<file path="config.mk">
export PLATFORM = sky130hd
export DESIGN_NAME = mesh_packet_admission_filter
export DESIGN_NICKNAME = d
export VERILOG_FILES = /design/src/rtl/core/mpaf_pkg.sv /design/src/rtl/core/mpaf_ram.sv /design/src/rtl/core/mesh_packet_admission_filter.sv
export SDC_FILE = /design/constraint.sdc
export NUM_CORES = 2
export LEC_CHECK = 0
export BUFFER_PORTS_ARGS = -buffer_cell sky130_fd_sc_hd__buf_2
export CAP_MARGIN = 5
export CORE_AREA = 2 2 420 422
export DETAILED_ROUTE_END_ITERATION = 6
export DIE_AREA = 0 0 422 424
export GPL_ROUTABILITY_DRIVEN = 1
export PLACE_DENSITY_LB_ADDON = 0.3
export SETUP_SLACK_MARGIN = 0.15
export SLEW_MARGIN = 25
export SYNTH_ARGS = -nofsm -noshare
export SYNTH_HDL_FRONTEND = slang
export SYNTH_SLANG_ARGS = --single-unit
</file>
<file path="constraint.sdc">
create_clock -name clk_i -period 15.9 [get_ports clk_i]
set_clock_uncertainty 0.1 [all_clocks]
set_input_delay 3.18 -clock clk_i [delete_from_list [all_inputs] [get_ports clk_i]]
set_output_delay 3.18 -clock clk_i [all_outputs]
set_load 0.005 [all_outputs]
</file>
<file path="src/rtl/core/mpaf_pkg.sv">
// Package for the mesh packet admission filter: item function codes, drop reasons,
// counter numbering and rule reset values. No dependencies.
package mpaf_pkg;

  typedef enum logic [2:0] {
    FUNC_CHECK  = 3'd0,
    FUNC_RULE   = 3'd1,
    FUNC_SLOT   = 3'd2,
    FUNC_READ   = 3'd3,
    FUNC_CLEAR  = 3'd4
  } func_e;

  typedef enum logic [2:0] {
    RSN_PASS      = 3'd0,
    RSN_TYPE      = 3'd1,
    RSN_HOPS      = 3'd2,
    RSN_RATE      = 3'd3,
    RSN_HASH      = 3'd4,
    RSN_CHANNEL   = 3'd5,
    RSN_MALFORMED = 3'd6
  } reason_e;

  typedef enum logic [1:0] {
    ST_IDLE  = 2'd0,
    ST_EXEC  = 2'd1,
    ST_CLEAR = 2'd2
  } state_e;

  localparam logic [1:0] CFG_FILTER_EN = 2'd0;
  localparam logic [1:0] CFG_MIN_HASH  = 2'd1;
  localparam logic [1:0] CFG_MALFORMED = 2'd2;

  localparam int unsigned GROUP_TEXT_TYPE = 5;
  localparam int unsigned REASON_COUNT    = 6;
  localparam int unsigned CNT_REASON_BASE = 2;
  localparam int unsigned CNT_TYPE_BASE   = 8;
  localparam logic [9:0]  MS_PER_S        = 10'd1000;

  // Rule fields held per packet type.
  typedef struct packed {
    logic        enabled;
    logic [5:0]  max_hops;
    logic [15:0] limit;
    logic [11:0] window_s;
  } rule_t;

  // Rate window state per packet type.
  typedef struct packed {
    logic        open;
    logic [31:0] start_ms;
    logic [15:0] count;
  } window_t;

  function automatic rule_t rule_reset(input int unsigned t);
    rule_t r;
    r.enabled  = 1'b1;
    r.max_hops = (t == 5) ? 6'd32 : 6'd8;
    r.limit    = (t == 2 || t == 5) ? 16'd20 : ((t == 4) ? 16'd10 : 16'd5);
    r.window_s = 12'd60;
    return r;
  endfunction

endpackage

</file>
<file path="src/rtl/core/mpaf_ram.sv">
// Generic single-port-write, single-read RAM with registered read data.
// No dependencies.
module mpaf_ram #(
  parameter int unsigned Width = 8,
  parameter int unsigned Depth = 16
) (
  input  logic                                       clk_i,
  input  logic                                       we_i,
  input  logic [$clog2((Depth > 1) ? Depth : 2)-1:0] waddr_i,
  input  logic [Width-1:0]                           wdata_i,
  input  logic [$clog2((Depth > 1) ? Depth : 2)-1:0] raddr_i,
  output logic [Width-1:0]                           rdata_o
);

  logic [Width-1:0] mem_q [Depth];

  always_ff @(posedge clk_i) begin
    if (we_i) begin
      mem_q[waddr_i] <= wdata_i;
    end
    rdata_o <= mem_q[raddr_i];
  end

endmodule

</file>
<file path="src/rtl/core/mesh_packet_admission_filter.sv">
// Mesh packet admission filter top level: decision logic, rule and counter stores.
// Depends on mpaf_pkg and mpaf_ram.
//
// One item is taken when start_i is high and busy_o is low. For each item, the
// accept cycle reads the type's rule, window and drop counter from the
// memories; the execute state then decides, writes back and registers the
// result, driven for one cycle on done_o. The receiver cannot stall. After
// reset the block runs a clearing pass over all TYPE_COUNT types that loads
// rule defaults and zeroes windows and per-type counters; busy_o stays high
// meanwhile. Func 4 (clear counters) zeroes the totals and runs a like pass
// over the per-type drop counters. Configuration writes are taken at any cycle.
module mesh_packet_admission_filter
  import mpaf_pkg::*;
#(
  parameter int unsigned TYPE_COUNT    = 12,
  parameter int unsigned CHANNEL_SLOTS = 8
) (
  input  logic        clk_i,
  input  logic        rst_ni,
  input  logic        cfg_we_i,
  input  logic [1:0]  cfg_index_i,
  input  logic [1:0]  cfg_wdata_i,
  input  logic        start_i,
  output logic        busy_o,
  input  logic [2:0]  func_i,
  input  logic [4:0]  entry_index_i,
  input  logic [7:0]  hop_count_i,
  input  logic [1:0]  path_hash_bytes_i,
  input  logic [7:0]  payload_length_i,
  input  logic [7:0]  lead_byte_i,
  input  logic        exempt_flag_i,
  input  logic [31:0] now_ms_i,
  input  logic        rule_on_i,
  input  logic [5:0]  rule_hops_i,
  input  logic [15:0] rule_limit_i,
  input  logic [11:0] rule_window_s_i,
  output logic        done_o,
  output logic        forward_o,
  output logic [2:0]  drop_reason_o,
  output logic [31:0] counter_value_o
);

  localparam int unsigned TW = (TYPE_COUNT > 1) ? $clog2(TYPE_COUNT) : 1;
  localparam int unsigned SW = (CHANNEL_SLOTS > 1) ? $clog2(CHANNEL_SLOTS) : 1;
  localparam int unsigned RuleW = $bits(rule_t);
  localparam int unsigned WinW  = $bits(window_t);

  // configuration registers
  logic       filter_en_q, malformed_q;
  logic [1:0] min_hash_q;

  always_ff @(posedge clk_i or negedge rst_ni) begin
    if (!rst_ni) begin
      filter_en_q <= 1'b0;
      min_hash_q  <= 2'd1;
      malformed_q <= 1'b0;
    end else if (cfg_we_i) begin
      case (cfg_index_i)
        CFG_FILTER_EN: filter_en_q <= cfg_wdata_i[0];
        CFG_MIN_HASH:  min_hash_q  <= cfg_wdata_i;
        CFG_MALFORMED: malformed_q <= cfg_wdata_i[0];
        default: ;
      endcase
    end
  end

  // captured item
  logic [2:0]  func_q;
  logic [4:0]  idx_q;
  logic [7:0]  hops_q, len_q, lead_q;
  logic [1:0]  hsize_q;
  logic        exempt_q, on_q;
  logic [31:0] now_q;
  logic [5:0]  rhops_q;
  logic [15:0] rlimit_q;
  logic [11:0] rwin_q;

  state_e      state_q, state_d;
  logic [TW-1:0] sweep_q, sweep_d;
  logic        init_q, init_d;

  // small register stores
  logic [7:0]  ch_hash_q [CHANNEL_SLOTS];
  logic [CHANNEL_SLOTS-1:0] ch_valid_q;
  logic [31:0] by_reason_q [REASON_COUNT];
  logic [31:0] passed_q, exempt_cnt_q;

  // memories
  logic          mem_we, cnt_we;
  logic [TW-1:0] waddr, raddr, cnt_waddr;
  rule_t         rule_wd, rule_rd;
  window_t       win_wd, win_rd;
  logic [31:0]   cnt_wd, cnt_rd;

  mpaf_ram #(.Width(RuleW), .Depth(TYPE_COUNT)) u_rule_ram (
    .clk_i, .we_i(mem_we), .waddr_i(waddr), .wdata_i(rule_wd),
    .raddr_i(raddr), .rdata_o(rule_rd)
  );
  mpaf_ram #(.Width(WinW), .Depth(TYPE_COUNT)) u_win_ram (
    .clk_i, .we_i(mem_we), .waddr_i(waddr), .wdata_i(win_wd),
    .raddr_i(raddr), .rdata_o(win_rd)
  );
  mpaf_ram #(.Width(32), .Depth(TYPE_COUNT)) u_cnt_ram (
    .clk_i, .we_i(cnt_we), .waddr_i(cnt_waddr), .wdata_i(cnt_wd),
    .raddr_i(raddr), .rdata_o(cnt_rd)
  );

  logic accept;
  assign accept = start_i && (state_q == ST_IDLE);
  assign busy_o = (state_q != ST_IDLE);

  // read address: type for packets, counter number minus base for reads
  logic [4:0] cnt_off;
  assign cnt_off = entry_index_i - 5'(CNT_TYPE_BASE);
  assign raddr = (func_i == FUNC_READ) ? cnt_off[TW-1:0] : entry_index_i[TW-1:0];

  always_ff @(posedge clk_i) begin
    if (accept) begin
      func_q   <= func_i;
      idx_q    <= entry_index_i;
      hops_q   <= hop_count_i;
      hsize_q  <= path_hash_bytes_i;
      len_q    <= payload_length_i;
      lead_q   <= lead_byte_i;
      exempt_q <= exempt_flag_i;
      now_q    <= now_ms_i;
      on_q     <= rule_on_i;
      rhops_q  <= rule_hops_i;
      rlimit_q <= rule_limit_i;
      rwin_q   <= rule_window_s_i;
    end
  end

  // decision datapath (execute cycle)
  logic        type_ok, chan_hit, bad_len, rate_on, expired, rate_ok;
  logic [21:0] span;
  logic [31:0] elapsed;
  logic [2:0]  reason;
  logic [15:0] cnt_base;
  logic [7:0]  len_m3;

  assign type_ok = (idx_q < 5'(TYPE_COUNT));
  assign len_m3  = len_q - 8'd3;
  assign bad_len = (len_q < 8'd19) || (len_m3[3:0] != 4'd0);

  always_comb begin
    chan_hit = 1'b0;
    for (int i = 0; i < CHANNEL_SLOTS; i++) begin
      if (ch_valid_q[i] && ch_hash_q[i] == lead_q) chan_hit = 1'b1;
    end
  end

  assign span    = 22'(rule_rd.window_s) * 22'(MS_PER_S);
  assign elapsed = now_q - win_rd.start_ms;
  assign rate_on = (rule_rd.limit != 16'd0) && (rule_rd.window_s != 12'd0);
  assign expired = !win_rd.open || (elapsed >= 32'(span));
  assign cnt_base = expired ? 16'd0 : win_rd.count;
  assign rate_ok  = !rate_on || (cnt_base < rule_rd.limit);

  always_comb begin
    if (!rule_rd.enabled) begin
      reason = RSN_TYPE;
    end else if (rule_rd.max_hops == 6'd0 || hops_q >= 8'(rule_rd.max_hops)) begin
      reason = RSN_HOPS;
    end else if (hsize_q < min_hash_q) begin
      reason = RSN_HASH;
    end else if (idx_q == 5'(GROUP_TEXT_TYPE) && malformed_q && bad_len) begin
      reason = RSN_MALFORMED;
    end else if (idx_q == 5'(GROUP_TEXT_TYPE) && len_q != 8'd0 && chan_hit) begin
      reason = RSN_CHANNEL;
    end else if (!rate_ok) begin
      reason = RSN_RATE;
    end else begin
      reason = RSN_PASS;
    end
  end

  logic is_pkt;  // counted packet: filter on, type in range, not exempt
  assign is_pkt = filter_en_q && type_ok && !exempt_q;

  // next state and memory writes
  always_comb begin
    state_d   = state_q;
    sweep_d   = sweep_q;
    init_d    = init_q;
    mem_we    = 1'b0;
    cnt_we    = 1'b0;
    waddr     = idx_q[TW-1:0];
    cnt_waddr = idx_q[TW-1:0];
    rule_wd   = rule_rd;
    win_wd    = win_rd;
    cnt_wd    = cnt_rd + 32'd1;
    case (state_q)
      ST_IDLE: begin
        if (accept) state_d = ST_EXEC;
      end
      ST_EXEC: begin
        state_d = ST_IDLE;
        case (func_q)
          FUNC_CHECK: begin
            if (is_pkt) begin
              if (reason == RSN_PASS && rate_on) begin
                mem_we = 1'b1;
                win_wd.open     = 1'b1;
                win_wd.start_ms = expired ? now_q : win_rd.start_ms;
                win_wd.count    = cnt_base + 16'd1;
              end else if (reason == RSN_RATE && expired) begin
                mem_we = 1'b1;
                win_wd.open     = 1'b1;
                win_wd.start_ms = now_q;
                win_wd.count    = 16'd0;
              end
              cnt_we = (reason != RSN_PASS);
            end
          end
          FUNC_RULE: begin
            if (type_ok) begin
              mem_we = 1'b1;
              rule_wd.enabled  = on_q;
              rule_wd.max_hops = rhops_q;
              rule_wd.limit    = rlimit_q;
              rule_wd.window_s = rwin_q;
              win_wd = '0;
            end
          end
          FUNC_CLEAR: begin
            state_d = ST_CLEAR;
            sweep_d = '0;
          end
          default: ;
        endcase
      end
      ST_CLEAR: begin
        cnt_we    = 1'b1;
        cnt_waddr = sweep_q;
        cnt_wd    = '0;
        if (init_q) begin
          mem_we  = 1'b1;
          waddr   = sweep_q;
          rule_wd = rule_reset(32'(sweep_q));
          win_wd  = '0;
        end
        if (sweep_q == TW'(TYPE_COUNT - 1)) begin
          state_d = ST_IDLE;
          init_d  = 1'b0;
        end else begin
          sweep_d = sweep_q + 1'b1;
        end
      end
      default: state_d = ST_IDLE;
    endcase
  end

  always_ff @(posedge clk_i or negedge rst_ni) begin
    if (!rst_ni) begin
      state_q <= ST_CLEAR;
      sweep_q <= '0;
      init_q  <= 1'b1;
    end else begin
      state_q <= state_d;
      sweep_q <= sweep_d;
      init_q  <= init_d;
    end
  end

  // register stores and totals
  logic exec;
  assign exec = (state_q == ST_EXEC);

  always_ff @(posedge clk_i or negedge rst_ni) begin
    if (!rst_ni) begin
      ch_valid_q   <= '0;
      passed_q     <= '0;
      exempt_cnt_q <= '0;
      for (int i = 0; i < REASON_COUNT; i++) by_reason_q[i] <= '0;
      for (int i = 0; i < CHANNEL_SLOTS; i++) ch_hash_q[i] <= '0;
    end else if (exec) begin
      case (func_q)
        FUNC_CHECK: begin
          if (filter_en_q && type_ok && exempt_q) exempt_cnt_q <= exempt_cnt_q + 32'd1;
          if (is_pkt) begin
            if (reason == RSN_PASS) begin
              passed_q <= passed_q + 32'd1;
            end else begin
              by_reason_q[reason - 3'd1] <= by_reason_q[reason - 3'd1] + 32'd1;
            end
          end
        end
        FUNC_SLOT: begin
          if ({1'b0, idx_q} < 6'(CHANNEL_SLOTS)) begin
            ch_hash_q[idx_q[SW-1:0]]  <= lead_q;
            ch_valid_q[idx_q[SW-1:0]] <= on_q;
          end
        end
        FUNC_CLEAR: begin
          passed_q     <= '0;
          exempt_cnt_q <= '0;
          for (int i = 0; i < REASON_COUNT; i++) by_reason_q[i] <= '0;
        end
        default: ;
      endcase
    end
  end

  // counter read mux
  logic [31:0] read_val;
  always_comb begin
    if (idx_q == 5'd0) begin
      read_val = passed_q;
    end else if (idx_q == 5'd1) begin
      read_val = exempt_cnt_q;
    end else if (idx_q < 5'(CNT_TYPE_BASE)) begin
      read_val = by_reason_q[3'(idx_q - 5'(CNT_REASON_BASE))];
    end else if (idx_q < 5'(CNT_TYPE_BASE + TYPE_COUNT)) begin
      read_val = cnt_rd;
    end else begin
      read_val = '0;
    end
  end

  // result register
  always_ff @(posedge clk_i or negedge rst_ni) begin
    if (!rst_ni) begin
      done_o <= 1'b0;
    end else begin
      done_o <= exec;
    end
  end

  always_ff @(posedge clk_i) begin
    if (exec) begin
      forward_o       <= 1'b0;
      drop_reason_o   <= RSN_PASS;
      counter_value_o <= '0;
      case (func_q)
        FUNC_CHECK: begin
          forward_o     <= !is_pkt || (reason == RSN_PASS);
          drop_reason_o <= is_pkt ? reason : RSN_PASS;
        end
        FUNC_READ: counter_value_o <= read_val;
        default: ;
      endcase
    end
  end

endmodule
</file>
==> impl_metrics.yaml <==
critical_path:
  regToRegEndpoint: "by_reason_q[126]"
  slowest_delay_ns: 0.57
  worstSetupStartpointType: "flip-flop"
  worstSetupStartpoint: "u_rule_ram.rdata_o[0]"
  reg2reg_from: "u_rule_ram.rdata_o[0]"
  cp.arrival_ns: 15.11
  critical-path-top-delay-family: "simple AND/OR/NAND/NOR gates"
  cp-endpoint: "by_reason_q[126]"
  worst-path-stages: 58
  path_max_fanout: 19
  slowest_stage: "sky130_fd_sc_hd__mux2i_1"
  worst-r2r-setup-slack_ns: 1.41
  worst_setup_path_end_kind: "flip-flop"
  crit_required_ns: 16.52
  cp_num_buf_inv: 6
  path_class: "flip-flop to flip-flop"
  worstRegToRegCells: 58
pwr:
  intPower_w: 0.0100
  irDropWorstVdd_v: 0.000143
  combinational_share_of_power: 0.208
  power_density_mw_per_mm2: 145
  total_switching_power_w: 0.00412
  share_clk_of_total_power: 0.343
  leakage_nw: 35.0
  power.switching_fraction: 0.291
  share_seq_of_total_power: 0.449
route:
  vias: 52000
  wl_per_cell_um: 26.7
  routed_wirelength_mm: 224
  detail_route.first_pass.iterations: 6
  remaining_drc_errors: 0
  post_drt_antenna_nets: 0
  drt-initial-drc-count: 5826
  post_drt_via_cell_ratio: 6.21
outcome:
  status: "finished, final reports clean"
global_route:
  antenna_found_initial: 10
  grt_usage: 0.250
  first_global_vias: 52200
  gr-total-overflow: 0
  grt_first_pass_wirelength_mm: 337
  grt_max_degree: 182
sta:
  rsz0062_at_grt: "no"
  final_min_period_over_clock_period: 0.911
  setup_total_negative_slack_ns: 0
  finalHoldViolCount: 0
  hold_slack_ns: 0.405
  fin_crit_ns: 14.49
  achievable-frequency_ghz: 0.0690
  timing.final.setup_violations: 0
  maxSlewHeadroom: 0.196
  slew_violations: 0
  worst-slew-pin-transition_ns: 1.20
cells_and_area:
  finish.utilization: 0.557
  number_of_nets_at_the_end_of_the_flow: 6149
  most-common-layout-cells: "sky130_fd_sc_hd__edfxtp_1 (1530), sky130_fd_sc_hd__nor2_1 (382), sky130_fd_sc_hd__mux4_2 (382)"
  post_layout_nonfiller_instances: 8375
  layout_commonest_cell: "sky130_fd_sc_hd__edfxtp_1"
  area_delta_synth_final_pct: 12.4
  final_layout_size_suffix_gt1_frac: 0.197
logic_synthesis:
  synth-edff-count: 1530
  ffs_latches_synth: 1986
  largest_family_of_logic_cells_by_synthesized_area: "multiplexers"
  synth_top_flop_cell: "sky130_fd_sc_hd__edfxtp_1"
  yosys_warnings: 0
  netlist.area_leader.share: 0.530
  syn-instance-count: 5699
  yosys-mux-area-fraction: 0.134
  post_synth_instance_area_mm2: 0.0867
  post_synth_fa_ha_maj_area_fraction: 0.0293
  synth_simple_gate_area_share: 0.0675
  ys_async_sr_fraction: 0.171
  post_synth_num_cell_types: 108
  synthTopCellsByArea: "sky130_fd_sc_hd__edfxtp_1 (53%), sky130_fd_sc_hd__mux4_2 (9.9%), sky130_fd_sc_hd__dfrtp_1 (9.7%)"
  synth_area_leader_cell: "sky130_fd_sc_hd__edfxtp_1"
  synth.yosys.seq_area_share: 0.655
  synth_compound_gate_area_share: 0.0712
  mappedNetlistNets: 5989
  synth.avg_cell_area_um2: 15.2
  synth_xor_area_frac: 0.0201
cts:
  clock_insertion_delay_worst_skew_ns: 0.85
  cts-htree-levels: 4
  cts_tree: "built"
  cts.reportedPaths.clkPinSlew_ns: 0.06
  cts_buffers: 199
  numClockSinks: 1986
  cts.path.max_buffers: 3
  clock_tree.root_cell: "sky130_fd_sc_hd__clkbuf_16"
floorplan:
  placementRows: 154
  die-width_um: 422
  die_area_mm2: 0.179
  core_mm2: 0.175
  ioPinCount: 148
  floorplan.initialDensity: 0.496
  die_ht_um: 424
placed_design:
  dp_hpwl_mm: 132
  routabilityCongestion: 0.934
  numPlacedInstances: 7994
  place.port_buffers: 147
min_path:
  min-delay-path-class: "flip-flop to flip-flop"
run:
  max_cap_viol_count: 0
## state kept, by name, indices dropped and copies added, names as in the netlist, 12 cells and up
signal / cells
by_reason_q: 192
ch_hash_q: 64
counter_value_o: 32
exempt_cnt_q: 32
now_q: 32
passed_q: 32
rlimit_q: 16
rwin_q: 12
u_cnt_ram.mem_q: 384
u_cnt_ram.rdata_o: 32
u_rule_ram.mem_q: 420
u_rule_ram.rdata_o: 35
u_win_ram.mem_q: 588
u_win_ram.rdata_o: 49
## metal layers
layer | up-vias | wire length [µm] | track usage
met3 | 483 | 17000 | 0.0394
met1 | 26800 | 90300 | 0.342
li1 | 22400 | - | -
met2 | 2343 | 108000 | 0.406
met4 | 2 | 8750 | 0.0957
met5 | - | 13 | 0
## Yosys cell counts, types with 19 or more instances
library cell,number
sky130_fd_sc_hd__and3_1,37
sky130_fd_sc_hd__a221o_1,26
sky130_fd_sc_hd__xnor2_1,108
sky130_fd_sc_hd__fa_1,39
sky130_fd_sc_hd__edfxtp_1,1530
sky130_fd_sc_hd__mux4_2,382
sky130_fd_sc_hd__mux2i_1,154
sky130_fd_sc_hd__nand2_1,368
sky130_fd_sc_hd__a22o_1,106
sky130_fd_sc_hd__nor2_1,411
sky130_fd_sc_hd__and2_1,29
sky130_fd_sc_hd__buf_1,62
sky130_fd_sc_hd__a221oi_1,35
sky130_fd_sc_hd__or3_1,27
sky130_fd_sc_hd__a21oi_1,265
sky130_fd_sc_hd__inv_1,171
sky130_fd_sc_hd__o211ai_1,56
sky130_fd_sc_hd__buf_2,19
sky130_fd_sc_hd__a211oi_1,53
sky130_fd_sc_hd__and4_1,21
sky130_fd_sc_hd__nand3_1,109
sky130_fd_sc_hd__nand4_1,62
sky130_fd_sc_hd__nor3_1,81
sky130_fd_sc_hd__o21ai_0,195
sky130_fd_sc_hd__a21o_1,23
sky130_fd_sc_hd__xor2_1,91
sky130_fd_sc_hd__ha_1,141
sky130_fd_sc_hd__a31oi_1,29
sky130_fd_sc_hd__dfrtp_1,337
sky130_fd_sc_hd__nand2b_1,22
sky130_fd_sc_hd__nor4_1,21
sky130_fd_sc_hd__mux2_2,127
sky130_fd_sc_hd__clkbuf_1,207
sky130_fd_sc_hd__dfxtp_1,116
sky130_fd_sc_hd__o21a_1,19
## worst reg2reg max path: cells and delay by family (launching register included)
kind / cells / cell delay [ns]
xor+xnor: 1 / 0.18
compound gates: 20 / 3.93
simple gates: 21 / 5.07
buf+inv: 6 / 1.05
flops: 1 / 0.49
fa+ha+maj: 9 / 2.95
mux: 1 / 0.57
## per-stage QoR
step	power (W)	area [µm²]	setup slack [ns]
floorplan	0.00837	86700	1.01
global placement	0.00930	90500	1.37
CTS	0.0142	97400	1.05
finish	0.0142	97500	1.41
detailed placement	0.00937	90600	1.15
global route	0.0147	97500	0.194
## timing repair
| action | 4_1_cts | 5_1_grt |
|---|---|---|
| setup endpoints to repair | 0 | 100 |
| setup buffers | 0 | 2 |
| hold buffers | 0 | 0 |
| gates resized for setup | 0 | 3 |
## power groups by stage
| stage | registers (W) | logic (W) | clock network [W] |
|---|---|---|---|
| after floorplan | 0.00638 | 0.00199 | 0 |
| after global placement | 0.00646 | 0.00283 | 0 |
| after detailed placement | 0.00647 | 0.00290 | 0 |
| after CTS | 0.00636 | 0.00292 | 0.00491 |
| after global routing | 0.00638 | 0.00326 | 0.00511 |
| final | 0.00636 | 0.00295 | 0.00485 |
## layout make-up
type	instances	area, µm²
Timing Repair Buffer	276	2040
Clock inverter	103	1290
Fill cell	13800	77500
Tap cell	2340	2930
Inverter	173	649
Clock buffer	270	5520
Sequential cell	1986	56800
Multi-Input combinational cell	3223	28300
Antenna cell	4	10.0
## worst min path at each step
| stage | from | to | slack [ns] | cells past startpoint |
|---|---|---|---|---|
| after CTS | by_reason_q[106] | by_reason_q[106] | 0.40 | 2 |
| after floorplan | by_reason_q[9] | by_reason_q[9] | 0.36 | 2 |
| final | by_reason_q[12] | by_reason_q[12] | 0.40 | 2 |
| after global placement | state_q[1] | state_q[1] | 0.38 | 2 |
| after global routing | ch_valid_q[0] | ch_valid_q[0] | 0.42 | 1 |
| after detailed placement | by_reason_q[106] | by_reason_q[106] | 0.39 | 2 |
## cells by family (layout without fill, tap and decap cells)
kind of cell,count (synthesis),count (layout)
AO/OA/AOI/OAI,930,930
XOR/XNOR,199,199
adder cells (fa/ha/maj),180,180
buffers and inverters,490,822
flip-flops,1986,1986
multiplexers,666,666
other,0,4
AND/OR/NAND/NOR,1248,1248
Note: power is estimated with default switching activity, not from simulation.
